## config.mk

```make
export PLATFORM = sky130hd
export DESIGN_NAME = rpm_queue
export DESIGN_NICKNAME = d
export VERILOG_FILES = /design/src/sv/rpm_pkg.sv /design/src/sv/rpm_queue.sv
export SDC_FILE = /design/constraint.sdc
export NUM_CORES = 1
export LEC_CHECK = 0
export ABC_AREA = 1
export BUFFER_PORTS_ARGS = -buffer_cell sky130_fd_sc_hd__buf_2
export CAP_MARGIN = 5
export CORE_AREA = 2 2 39 41
export DETAILED_ROUTE_END_ITERATION = 7
export DIE_AREA = 0 0 41 43
export HOLD_SLACK_MARGIN = 0.08
export PLACE_DENSITY = 0.67
export SLEW_MARGIN = 20
export SYNTH_ARGS = -nofsm -noshare
export SYNTH_HDL_FRONTEND = slang
export SYNTH_SLANG_ARGS = --single-unit
export TNS_END_PERCENT = 30
```

## constraint.sdc

```tcl
create_clock -name clk -period 3.7 [get_ports clk]
set_clock_uncertainty 0.2 [all_clocks]
set_input_delay 0.74 -clock clk [delete_from_list [all_inputs] [get_ports clk]]
set_output_delay 0.74 -clock clk [all_outputs]
set_load 0.05 [all_outputs]
```

## src/sv/rpm_pkg.sv

```systemverilog
// ============================================================================
// rpm_pkg: shared constants and types for the ray parity point-in-mesh block
// Default widths, configuration register codes and reset values.
// ============================================================================
package rpm_pkg;

    localparam int COORD_WIDTH_DEF = 32;
    localparam int TALLY_WIDTH_DEF = 16;
    localparam int QUEUE_DEPTH_DEF = 4;

    localparam int DET_FLOOR_W = 32;
    localparam logic [DET_FLOOR_W-1:0] DET_FLOOR_RESET = 32'd429497;

    localparam int CFG_INDEX_W = 2;

    typedef enum logic [CFG_INDEX_W-1:0] {
        CFG_ORIGIN_X  = 2'd0,
        CFG_ORIGIN_Y  = 2'd1,
        CFG_ORIGIN_Z  = 2'd2,
        CFG_DET_FLOOR = 2'd3
    } cfg_index_t;

endpackage

```

## src/sv/rpm_queue.sv

```systemverilog
// ============================================================================
// rpm_queue: short queue between intake and hit test
// Register-based FIFO; lets each side stall on its own.
// ============================================================================
module rpm_queue #(
    parameter int  QUEUE_DEPTH = rpm_pkg::QUEUE_DEPTH_DEF,
    parameter type entry_t     = logic
) (
    input  logic   clk,
    input  logic   rst_n,
    input  logic   in_valid,
    output logic   in_ready,
    input  entry_t in_data,
    output logic   out_valid,
    input  logic   out_ready,
    output entry_t out_data
);

    localparam int PTR_W = (QUEUE_DEPTH > 1) ? $clog2(QUEUE_DEPTH) : 1;
    localparam int CNT_W = $clog2(QUEUE_DEPTH + 1);
    localparam logic [PTR_W-1:0] LAST_PTR = PTR_W'(QUEUE_DEPTH - 1);
    localparam logic [CNT_W-1:0] FULL_CNT = CNT_W'(QUEUE_DEPTH);

    entry_t           slot_reg [QUEUE_DEPTH];
    logic [PTR_W-1:0] wr_ptr_reg;
    logic [PTR_W-1:0] rd_ptr_reg;
    logic [CNT_W-1:0] count_reg;
    logic             push;
    logic             pop;

    assign in_ready  = (count_reg != FULL_CNT);
    assign out_valid = (count_reg != '0);
    assign out_data  = slot_reg[rd_ptr_reg];
    assign push      = in_valid && in_ready;
    assign pop       = out_valid && out_ready;

    always_ff @(posedge clk or negedge rst_n)
    begin
        if (!rst_n)
        begin
            wr_ptr_reg <= '0;
            rd_ptr_reg <= '0;
            count_reg  <= '0;
        end
        else
        begin
            if (push)
                wr_ptr_reg <= (wr_ptr_reg == LAST_PTR) ? '0 : wr_ptr_reg + PTR_W'(1);
            if (pop)
                rd_ptr_reg <= (rd_ptr_reg == LAST_PTR) ? '0 : rd_ptr_reg + PTR_W'(1);
            if (push && !pop)
                count_reg <= count_reg + CNT_W'(1);
            else if (pop && !push)
                count_reg <= count_reg - CNT_W'(1);
        end
    end

    always_ff @(posedge clk)
    begin
        if (push)
            slot_reg[wr_ptr_reg] <= in_data;
    end

endmodule

```

# Word-level counts from Yosys, hierarchy flattened
# Memories as Yosys holds them, arrays and structs flattened.
# Index checks and enable logic that the tools add are counted.
[word_totals]
mem_bits_rw = 4
input_bits = 5
mem_count = 1
ff_bits = 7
rom_bits = 0
word_cells = 25
latchBits = 0
[mem_list]
columns = ["memory", "words", "width", "read_ports", "rd_ports_with_merged_regs", "write_ports", "line", "source"]
rows = [
  ["slot_reg", 4, 1, 1, 0, 1, "rpm_queue.sv:24", "entry_t slot_reg [QUEUE_DEPTH];"],
]
[classes]
n_mux = 6
mul = 0
n_shift = 0
n_bitwise = 0
n_reduce_logical = 8
n_eq_ne = 3
div_mod_pow = 0
order_cmp = 0
add_sub_neg = 4
[op_table]
columns = ["op", "n"]
rows = [
  ["3-bit 2-to-1 mux", 2],
  ["2-bit by 1-bit adder with 2-bit output, second input constant", 2],
  ["2-bit equality test, second input constant", 2],
  ["1-bit logical AND", 4],
  ["2-bit 2-to-1 mux", 2],
  ["3-bit by 1-bit adder with 3-bit output, second input constant", 1],
  ["3-bit != test, second input constant", 1],
  ["3-bit nonzero test", 1],
  ["3-bit by 1-bit subtractor with 3-bit output, second input constant", 1],
  ["1-bit zero test", 2],
  ["1-bit 2-to-1 mux", 2],
  ["2-bit nonzero test", 1],
]

# Depth between registers and ports, before layout
# Gate-level depths: netlist of the first run.
[logic_depth]
depth_word = 6
ltp_mapped = 12
mapped_depth_nobuf = 12

# Worst setup path after synthesis of the first run
# Ideal clock, no wire load.
[synth_timing]
path_kind = "register to register"
start = "register count_reg[0]"
end = "register count_reg[1]"
path_stages_with_launch = 10
t_arrival_ps = 1827
synth_period_minus_slack_ps = 2153
setup_time_ps = 126
n_path_buf = 0
t_required_ps = 3374
slack_ps = 1547
cell_sequence = "dfrtp_1 inv_2 nand3_2 nand2_4 inv_1 ha_1 inv_1 fa_1 nand2_1 o21ai_0"
[synth_via]
elab_chain_cells = 5
word_cells_on_any_way = 13
classes_between = "add/sub (2); eq/ne (1); mux (2); reduce/logical (8)"
[synth_lines]
columns = ["element", "line", "source"]
rows = [
  ["start, declared", "rpm_queue.sv:27", "logic [CNT_W-1:0] count_reg;"],
  ["start signal, assigned", "rpm_queue.sv:52", "count_reg <= count_reg + CNT_W'(1);"],
  ["start signal, assigned", "rpm_queue.sv:54", "count_reg <= count_reg - CNT_W'(1);"],
  ["3-bit != test *", "rpm_queue.sv:31", "assign in_ready = (count_reg != FULL_CNT);"],
  ["named net in_ready", "rpm_queue.sv:12", "output logic in_ready,"],
  ["1-bit logical AND *", "rpm_queue.sv:34", "assign push = in_valid && in_ready;"],
  ["named net push", "rpm_queue.sv:28", "logic push;"],
  ["1-bit zero test", "rpm_queue.sv:53", "else if (pop && !push)"],
  ["1-bit logical AND", "rpm_queue.sv:53", ""],
  ["2-bit nonzero test (no line)", "-", ""],
]
# Mark *: on every way through the listed nets, which the timed path passes. The rest lies on a longest branch. The select of a mux whose other input is x is not followed.
# A chain may end at the register's enable or synchronous reset.

# Worst setup path in the final report of the first run
[layout_timing]
start = "register rd_ptr_reg[0]"
end = "output port out_data"
[layout_via]
elab_chain_cells = 1
[layout_lines]
columns = ["element", "line", "source"]
rows = [
  ["start, declared", "rpm_queue.sv:26", "logic [PTR_W-1:0] rd_ptr_reg;"],
  ["start signal, assigned", "rpm_queue.sv:50", "rd_ptr_reg <= (rd_ptr_reg == LAST_PTR) ? '0 : rd_ptr_reg + PTR_W'(1);"],
  ["memory 4 x 1 bit", "-", ""],
  ["end, declared", "rpm_queue.sv:16", "output entry_t out_data"],
]
# Every way passes these cells.

==> flow_metrics.tcl, run 1 <==
set metrics [dict create \
    tightest_slew_ns 0.2471 \
    grt_first_pass_wirelength_mm 1.649 \
    yosysSeqAreaShare_pct 46.83 \
    synth-seq-cells 11 \
    cts_buffer_depth 2 \
    rows 14 \
    via_per_inst 4.649 \
    clock_sinks 11 \
    setup.worst_path.end_class "primary output" \
    path_class "flip-flop to primary output" \
    dpl.hpwl_um 769.1 \
    die_w_um 41 \
    period_minus_slack_ns 2.184 \
    diodes 0 \
    setup_tns_ns 0 \
    ys_types 18 \
    synthToLayoutAreaGrowth_pct 12.90 \
    rrSetupSlack_ns 1.73 \
    synth_warnings 0 \
    antenna_found_initial 0 \
    cp.required_ns 2.76 \
    vias 451 \
    drive_gt1_share_pct 19.75 \
    cts_tree "built" \
    syn-mean-instance-area_um2 9.009 \
    insertion_delay_ns 0.26 \
    drt_wl_total_um 937 \
    clockRootBuffer "clkbuf_4" \
    largest_reg_flops 4 \
    start_kind "flip-flop" \
    netlist_area_um2 630.6 \
    fp.coreArea_um2 1384 \
    instances_no_fill 97 \
    crit_arrival_ns 1.24 \
    antenna_left 0 \
    drt_iter0_markers 11 \
    cts_max_level 1 \
    gp_congestion 0.7553 \
    worst_r2r_path_depth 9 \
    setup_viol 0 \
    drc 0 \
    finalHoldViolations 0 \
    path_clk_slew_ns 0.07 \
    reg2reg_to "count_reg[1]" \
    fmax_mhz 458.0 \
    cts_resized 0 \
    port_buffers 7 \
    ioPinCount 8 \
    grt_max_degree 8 \
    detail_route.first_pass.iterations 4 \
    wl_per_cell_um 9.660 \
    grt_overflow 0 \
    maxCapViolCount 0 \
    peakVddDrop_v 0.0003606 \
    die_area_um2 1763 \
    rsz0062_at_grt "no" \
    status "finished, final reports clean" \
    place_inst 93 \
    cts_hold_buf 0 \
    grt_use_total_pct 14.86 \
    die_h_um 43 \
    holdCritPathClass "input pin to asynchronous set/reset pin" \
    postCtsSetupBuffers 0 \
    timing.hold.ws_ns 0.09809 \
    synth_nets 82 \
    grt_pass1_vias 417 \
    leakage_nw 0.3709 \
    syn-instance-count 70 \
    start_util_pct 45.57 \
    final-max-slew-violation-count 0 \
    numCtsBuffers 3 \
    powerDensity_nw_per_um2 855.3 \
    fin_util_pct 51.45 \
    worstReg2RegStart "count_reg[0]" \
    post-route-period-util_pct 59.02 \
    final_nets 94 \
    cp_max_fo 7 \
    maxSlewHeadroom_pct 83.64 \
]
==> through the flow <==
stage / total power, mW / cell area, µm² / setup WS [ns]
after global routing: 0.6804 / 711.9 / 1.427
after CTS: 0.6204 / 711.9 / 1.494
after detailed placement: 0.5367 / 685.7 / 1.503
final: 0.6089 / 711.9 / 1.516
after floorplan: 0.4692 / 630.6 / 1.547
after global placement: 0.5274 / 685.7 / 1.532
==> worst max-delay path: stages, from the launching register on <==
cell and delay [ns]:
dfrtp_1 0.44, or2_1 0.24, nand2_1 0.06, nand2_1 0.04, buf_2 0.21
==> layer usage <==
| metal | vias up | global-route usage [%] | share of wire (%) |
|---|---|---|---|
| li1 | 239 | - | - |
| met1 | 201 | 16.49 | 45 |
| met2 | 9 | 22.81 | 49 |
| met3 | 2 | 6.283 | 4.4 |
| met4 | 0 | 8.000 | 1.5 |
| met5 | - | 0 | 0 |
==> synthesized netlist by cell type (all sizes together) <==
master,number,area (µm²)
edfxtp,4,120.1
o211ai,1,7.510
inv,15,56.31
fa,1,20.02
nand2,18,77.58
or2,1,6.260
nand3,7,45.04
nor2,6,22.52
o21ai,1,5.000
a21oi,1,5.000
dfrtp,7,175.2
ha,6,75.07
nand4,1,6.260
xnor2,1,8.760
==> cells by family (layout without fill, tap and decap cells) <==
family / count (synthesis) / after routing / synth area share [%]
buffers and inverters: 15 / 26 / 8.930
DFF: 11 / 11 / 46.83
xor gates and xnor gates: 1 / 1 / 1.389
AOI/OAI and AO/OA: 3 / 3 / 2.777
adders and majority gates: 7 / 7 / 15.08
and+or+nand+nor: 33 / 33 / 25.00
==> layout by cell type (no fill, tap or decap) <==
| cell | instances |
|---|---|
| ha_1 | 6 |
| inv_1 | 13 |
| nand4_1 | 1 |
| nand2_2 | 1 |
| clkbuf_1 | 1 |
| dfrtp_1 | 7 |
| nand2_4 | 1 |
| clkbuf_4 | 3 |
| o21ai_0 | 1 |
| nor2_1 | 6 |
| nand2_1 | 16 |
| fa_1 | 1 |
| nand3_1 | 5 |
| buf_2 | 7 |
| a21oi_1 | 1 |
| inv_2 | 2 |
| edfxtp_1 | 4 |
| o211ai_1 | 1 |
| nand3_2 | 2 |
| or2_1 | 1 |
| xnor2_1 | 1 |
==> final cells by class <==
cell class,count,area [µm²]
Sequential cell,11,295.3
Inverter,15,56.30
Tap cell,16,20.02
Fill cell,143,671.9
Clock buffer,4,26.28
Multi-Input combinational cell,44,279.0
Timing Repair Buffer,7,35.03
==> where the power goes <==
group	switching [mW]	total (mW)	internal, mW
clock network	0.0368	0.0784	0.0416
registers	0.0489	0.225	0.176
logic	0.200	0.306	0.106
total	0.285	0.609	0.324
==> worst max-delay path by stage <==
| stage | startpoint | end | slack (ns) | cells past startpoint |
|---|---|---|---|---|
| 4_1_cts | rd_ptr_reg[0] | out_data | 1.49 | 4 |
| 6_report | rd_ptr_reg[0] | out_data | 1.52 | 4 |
| 5_1_grt | rd_ptr_reg[0] | out_data | 1.43 | 4 |
| 3_5_place_dp | in_valid | count_reg[2] | 1.50 | 10 |
| 3_3_place_gp | in_valid | count_reg[1] | 1.53 | 8 |
| 2_1_floorplan | count_reg[0] | count_reg[1] | 1.55 | 9 |
(Power assumes the default switching activity.)
==> run 2: changes to the inputs <==
CORE_AREA = 2 2 40 42   (was 2 2 39 41)
DIE_AREA = 0 0 42 44   (was 0 0 41 43)
clock period = 1.8 ns   (was 3.7 ns; I/O delays follow)
==> flow_metrics.tcl, run 2 (synthesis results as in run 1) <==
set metrics [dict create \
    status "finished, final reports clean" \
    wl_per_cell_um 9.944 \
    finalHoldViolations 0 \
    setup_tns_ns 0 \
    fillers 126 \
    grt_overflow 0 \
    maxCapViolCount 0 \
    final-max-slew-violation-count 0 \
    peakVddDrop_v 0.0008060 \
    instances_no_fill 108 \
    cp_max_fo 5 \
    antenna_found_initial 0 \
    insertion_delay_ns 0.28 \
    crit_arrival_ns 1.22 \
    grt_pass1_vias 509 \
    timing.hold.ws_ns 0.09696 \
    holdCritPathClass "input pin to flip-flop" \
    drt_wl_total_mm 1.074 \
    place_inst 101 \
    maxSlewHeadroom_pct 88.14 \
    fmax_mhz 561.6 \
    antenna_left 0 \
    post-route-period-util_pct 98.92 \
    path_clk_slew_ns 0.08 \
    clock_sinks 11 \
    layout_common_cells "15 x nand2_1, 10 x buf_4, 9 x inv_1" \
    path_class "flip-flop to primary output" \
    port_buffers 7 \
    layout_commonest_cell "nand2_1" \
    grt_max_degree 8 \
    critPathTopFamily "flip-flops" \
    path_cells "or2_1 -> nand2_1 -> nand2_1 -> buf_6" \
    clockRootBuffer "clkbuf_4" \
    drive_gt1_share_pct 39.13 \
    cp.required_ns 1.24 \
    cts_max_level 1 \
    start_kind "flip-flop" \
    drc 0 \
    setup_viol 0 \
    powerDensity_nw_per_um2 1799 \
    leakage_nw 0.4306 \
    die_area_um2 1848 \
    fin_util_pct 60.85 \
    period_minus_slack_ns 1.781 \
    rsz0062_at_grt "yes" \
    fp.coreArea_um2 1419 \
    drt_iter0_markers 2 \
    die_w_um 42 \
    cts_tree "built" \
    setup.worst_path.end_class "primary output" \
    via_per_inst 4.620 \
    start_util_pct 44.44 \
    ioPinCount 8 \
    final_nets 105 \
    dpl.hpwl_um 795.6 \
    diodes 0 \
    numCtsBuffers 3 \
    vias 499 \
    rows 14 \
    max_stage_delay_ns 0.44 \
    tightest_slew_ns 0.1779 \
    synthToLayoutAreaGrowth_pct 36.90 \
    worst_path_max_delay_cell "dfrtp_2" \
    grt_first_pass_wirelength_mm 2.042 \
    detail_route.first_pass.iterations 2 \
    cts_buffer_depth 2 \
    largest_reg_flops 4 \
    die_h_um 44 \
    cp_num_buf_inv 1 \
    cpMostUsedCell "nand2_1" \
    gp_congestion 0.7811 \
    grt_use_total_pct 15.58 \
]
## run 2: stage by stage
stage                     power, mW  area (µm²)  setup slack, ns
after floorplan               1.023       663.1          -0.1702
after global placement        1.239       778.2         -0.02906
after detailed placement      1.260       778.2         -0.04622
after CTS                     1.508       837.1        -0.007383
after global routing          1.703       863.3         -0.06297
final                         1.553       863.3          0.01943
## run 2: layout make-up
cell class                 count  area, µm²  area share, %
inverter                      15      56.30          6.522
timing repair buffer          18      138.9          16.09
tap                           16      20.02          2.319
sequential                    11      296.5          34.35
clock buffer                   4      26.28          3.043
multi-input combinational     44      325.3          37.68
## run 2: final timing paths
check,from,end,slack (ns),depth (start not counted)
min,in_data,slot_reg[1],0.1,1
max,rd_ptr_reg[0],out_data,0.02,4
min in group asynchronous,rst_n,rd_ptr_reg[1],0.23,2
max in group asynchronous,rst_n,wr_ptr_reg[1],0.99,2
max reg2reg,count_reg[1],count_reg[1],0.03,9
min reg2reg,wr_ptr_reg[1],wr_ptr_reg[1],0.34,2
## run 2: power by group
part	leakage, nW	switching [mW]	total (mW)	internal [mW]
Sequential	0.120	0.0929	0.457	0.364
Combinational	0.295	0.505	0.917	0.411
Clock	0.0150	0.0933	0.179	0.0861
Total	0.431	0.692	1.55	0.861
## run 2: metal layers
layer	vias up	track usage, %	routed length [µm]	share of wire, %
met5	-	0	0	0
met4	0	13.55	47	4.4
met3	5	2.500	37	3.4
met2	10	26.25	493	46
met1	225	17.11	495	46
li1	259	-	-	-
## run 2: worst register-to-register path: stages, from the launching register on
cell	delay, ns
dfrtp_1	0.40
inv_2	0.11
nand3_4	0.09
nand2_4	0.07
inv_2	0.04
ha_4	0.15
inv_2	0.05
fa_2	0.42
nand2_1	0.06
o21ai_0	0.07
## run 2: timing repair
item                                    4_1_cts  5_1_grt
gates resized for setup                       7        6
pin swaps                                     3        5
endpoints found under the setup margin        4        5
hold endpoints to repair                      7        0
hold buffers                                  1        0
setup buffers                                 1        1
==> run 3: changes to the inputs <==
CORE_AREA = 2 2 39 41   (was 2 2 40 42)
DIE_AREA = 0 0 41 43   (was 0 0 42 44)
clock period = 1.9 ns   (was 1.8 ns; I/O delays follow)
==> flow_metrics.tcl, run 3 (synthesis results as in run 1) <==
set metrics [dict create \
    status "finished, final reports clean" \
    synthToLayoutAreaGrowth_pct 26.19 \
    rsz0062_at_grt "no" \
    cts_buffer_depth 2 \
    path_class "flip-flop to primary output" \
    clkPwrFrac_pct 11.4 \
    powerDensity_nw_per_um2 1670 \
    seq_power_share_pct 32.2 \
    fin_ws_ns 0.06870 \
    diodes 0 \
    reg2reg_to "count_reg[1]" \
    period_minus_slack_ns 1.831 \
    start_util_pct 45.57 \
    fp.coreArea_um2 1384 \
    fmax_mhz 546.1 \
    multi_input_area_um2 314.1 \
    start_kind "flip-flop" \
    dpl.hpwl_um 792.2 \
    switchingPower_mw 0.6081 \
    grt_use_total_pct 14.61 \
    combPwrFrac_pct 56.4 \
    ioPinCount 8 \
    grt_pass1_vias 411 \
    largest_reg_flops 4 \
    fillers 128 \
    cp.required_ns 1.32 \
    peakVddDrop_v 0.0008671 \
    layout_common_cells "16 x nand2_1, 10 x inv_1, 7 x buf_2, 6 x nor2_1, 6 x dfrtp_1" \
    crit_arrival_ns 1.25 \
    holdCritPathClass "input pin to flip-flop" \
    clockRootBuffer "clkbuf_4" \
    path_clk_slew_ns 0.07 \
    setup_tns_ns 0 \
    post-route-period-util_pct 96.38 \
    instances_no_fill 103 \
    clock_sinks 11 \
    die_w_um 41 \
    timing.hold.ws_ns 0.1356 \
    layout_commonest_cell "nand2_1" \
    maxCapViolCount 0 \
    worst_r2r_path_depth 9 \
    finalPower_mw 1.329 \
    cts_tree "built" \
    numCtsBuffers 3 \
    wl_per_cell_um 9.592 \
    detail_route.first_pass.iterations 3 \
    drt_wl_total_um 988 \
    gp_congestion 0.7551 \
    critPathCapture "out_data" \
    maxSlewHeadroom_pct 83.60 \
    final_nets 100 \
    worstReg2RegStart "count_reg[1]" \
    die_h_um 43 \
    seqCellArea_um2 296.5 \
    swShare_pct 45.75 \
    pre_cts_slack_ns 0.02183 \
    tightest_slew_ns 0.2477 \
    port_buffers 7 \
    worstSetupStartpoint "rd_ptr_reg[0]" \
    drc 0 \
    insertion_delay_ns 0.26 \
    cts_max_level 1 \
    grt_max_degree 8 \
    drive_gt1_share_pct 31.03 \
    placed_cell_area_um2 740.7 \
    final-max-slew-violation-count 0 \
    fin_util_pct 57.50 \
    grt_first_pass_wirelength_mm 1.649 \
    rows 14 \
    via_per_inst 4.524 \
    setup.worst_path.end_class "primary output" \
    finalHoldViolations 0 \
    die_area_um2 1763 \
    grt_overflow 0 \
    setup_viol 0 \
    drt_iter0_markers 2 \
    hp-start "in_data" \
    leakage_nw 0.3980 \
    antenna_left 0 \
    rrSetupSlack_ns 0.09 \
    place_inst 96 \
    antenna_found_initial 0 \
    p_int_mw 0.7211 \
    cp_max_fo 7 \
    vias 466 \
    final_cell_area_um2 795.8 \
]
## run 3: metal layers
| layer | wire length, µm | track usage (%) |
|---|---|---|
| met1 | 469 | 19.51 |
| met4 | 15 | 12.00 |
| met3 | 30 | 3.141 |
| met2 | 472 | 19.38 |
| met5 | 0 | 0 |
## run 3: cell type report
cell class | instances | area share, %
tap | 16 | 2.516
inverter | 15 | 7.075
sequential | 11 | 37.26
timing repair buffer | 13 | 10.38
clock buffer | 4 | 3.302
multi-input combinational | 44 | 39.47
## run 3: how the worst min path moves through the flow
stage / cells past startpoint / slack, ns / to
2_1_floorplan: 0 / -0.12 / count_reg[0]
3_3_place_gp: 1 / 0.02 / rd_ptr_reg[1]
3_5_place_dp: 1 / 0.03 / rd_ptr_reg[0]
4_1_cts: 1 / 0.12 / slot_reg[0]
5_1_grt: 1 / 0.13 / slot_reg[0]
6_report: 1 / 0.14 / slot_reg[0]
## run 3: what timing repair did
action                     4_1_cts  5_1_grt
hold endpoints to repair         7        0
buffers inserted                 0        2
hold buffers                     1        0
gates resized for setup          0        3
setup endpoints to repair        0        3
## run 3: critical path: stages, from the launching register on
cell and delay (ns):
dfrtp_2 0.44, or2_1 0.23, nand2_1 0.06, nand2_1 0.04
buf_2 0.21
## run 3: power groups by stage
stage,Clock [mW],Combinational [mW],Sequential [mW]
3_5_place_dp,0,0.714,0.433
5_1_grt,0.171,0.841,0.442
4_1_cts,0.162,0.723,0.428
2_1_floorplan,0,0.545,0.424
3_3_place_gp,0,0.692,0.434
6_report,0.152,0.750,0.428
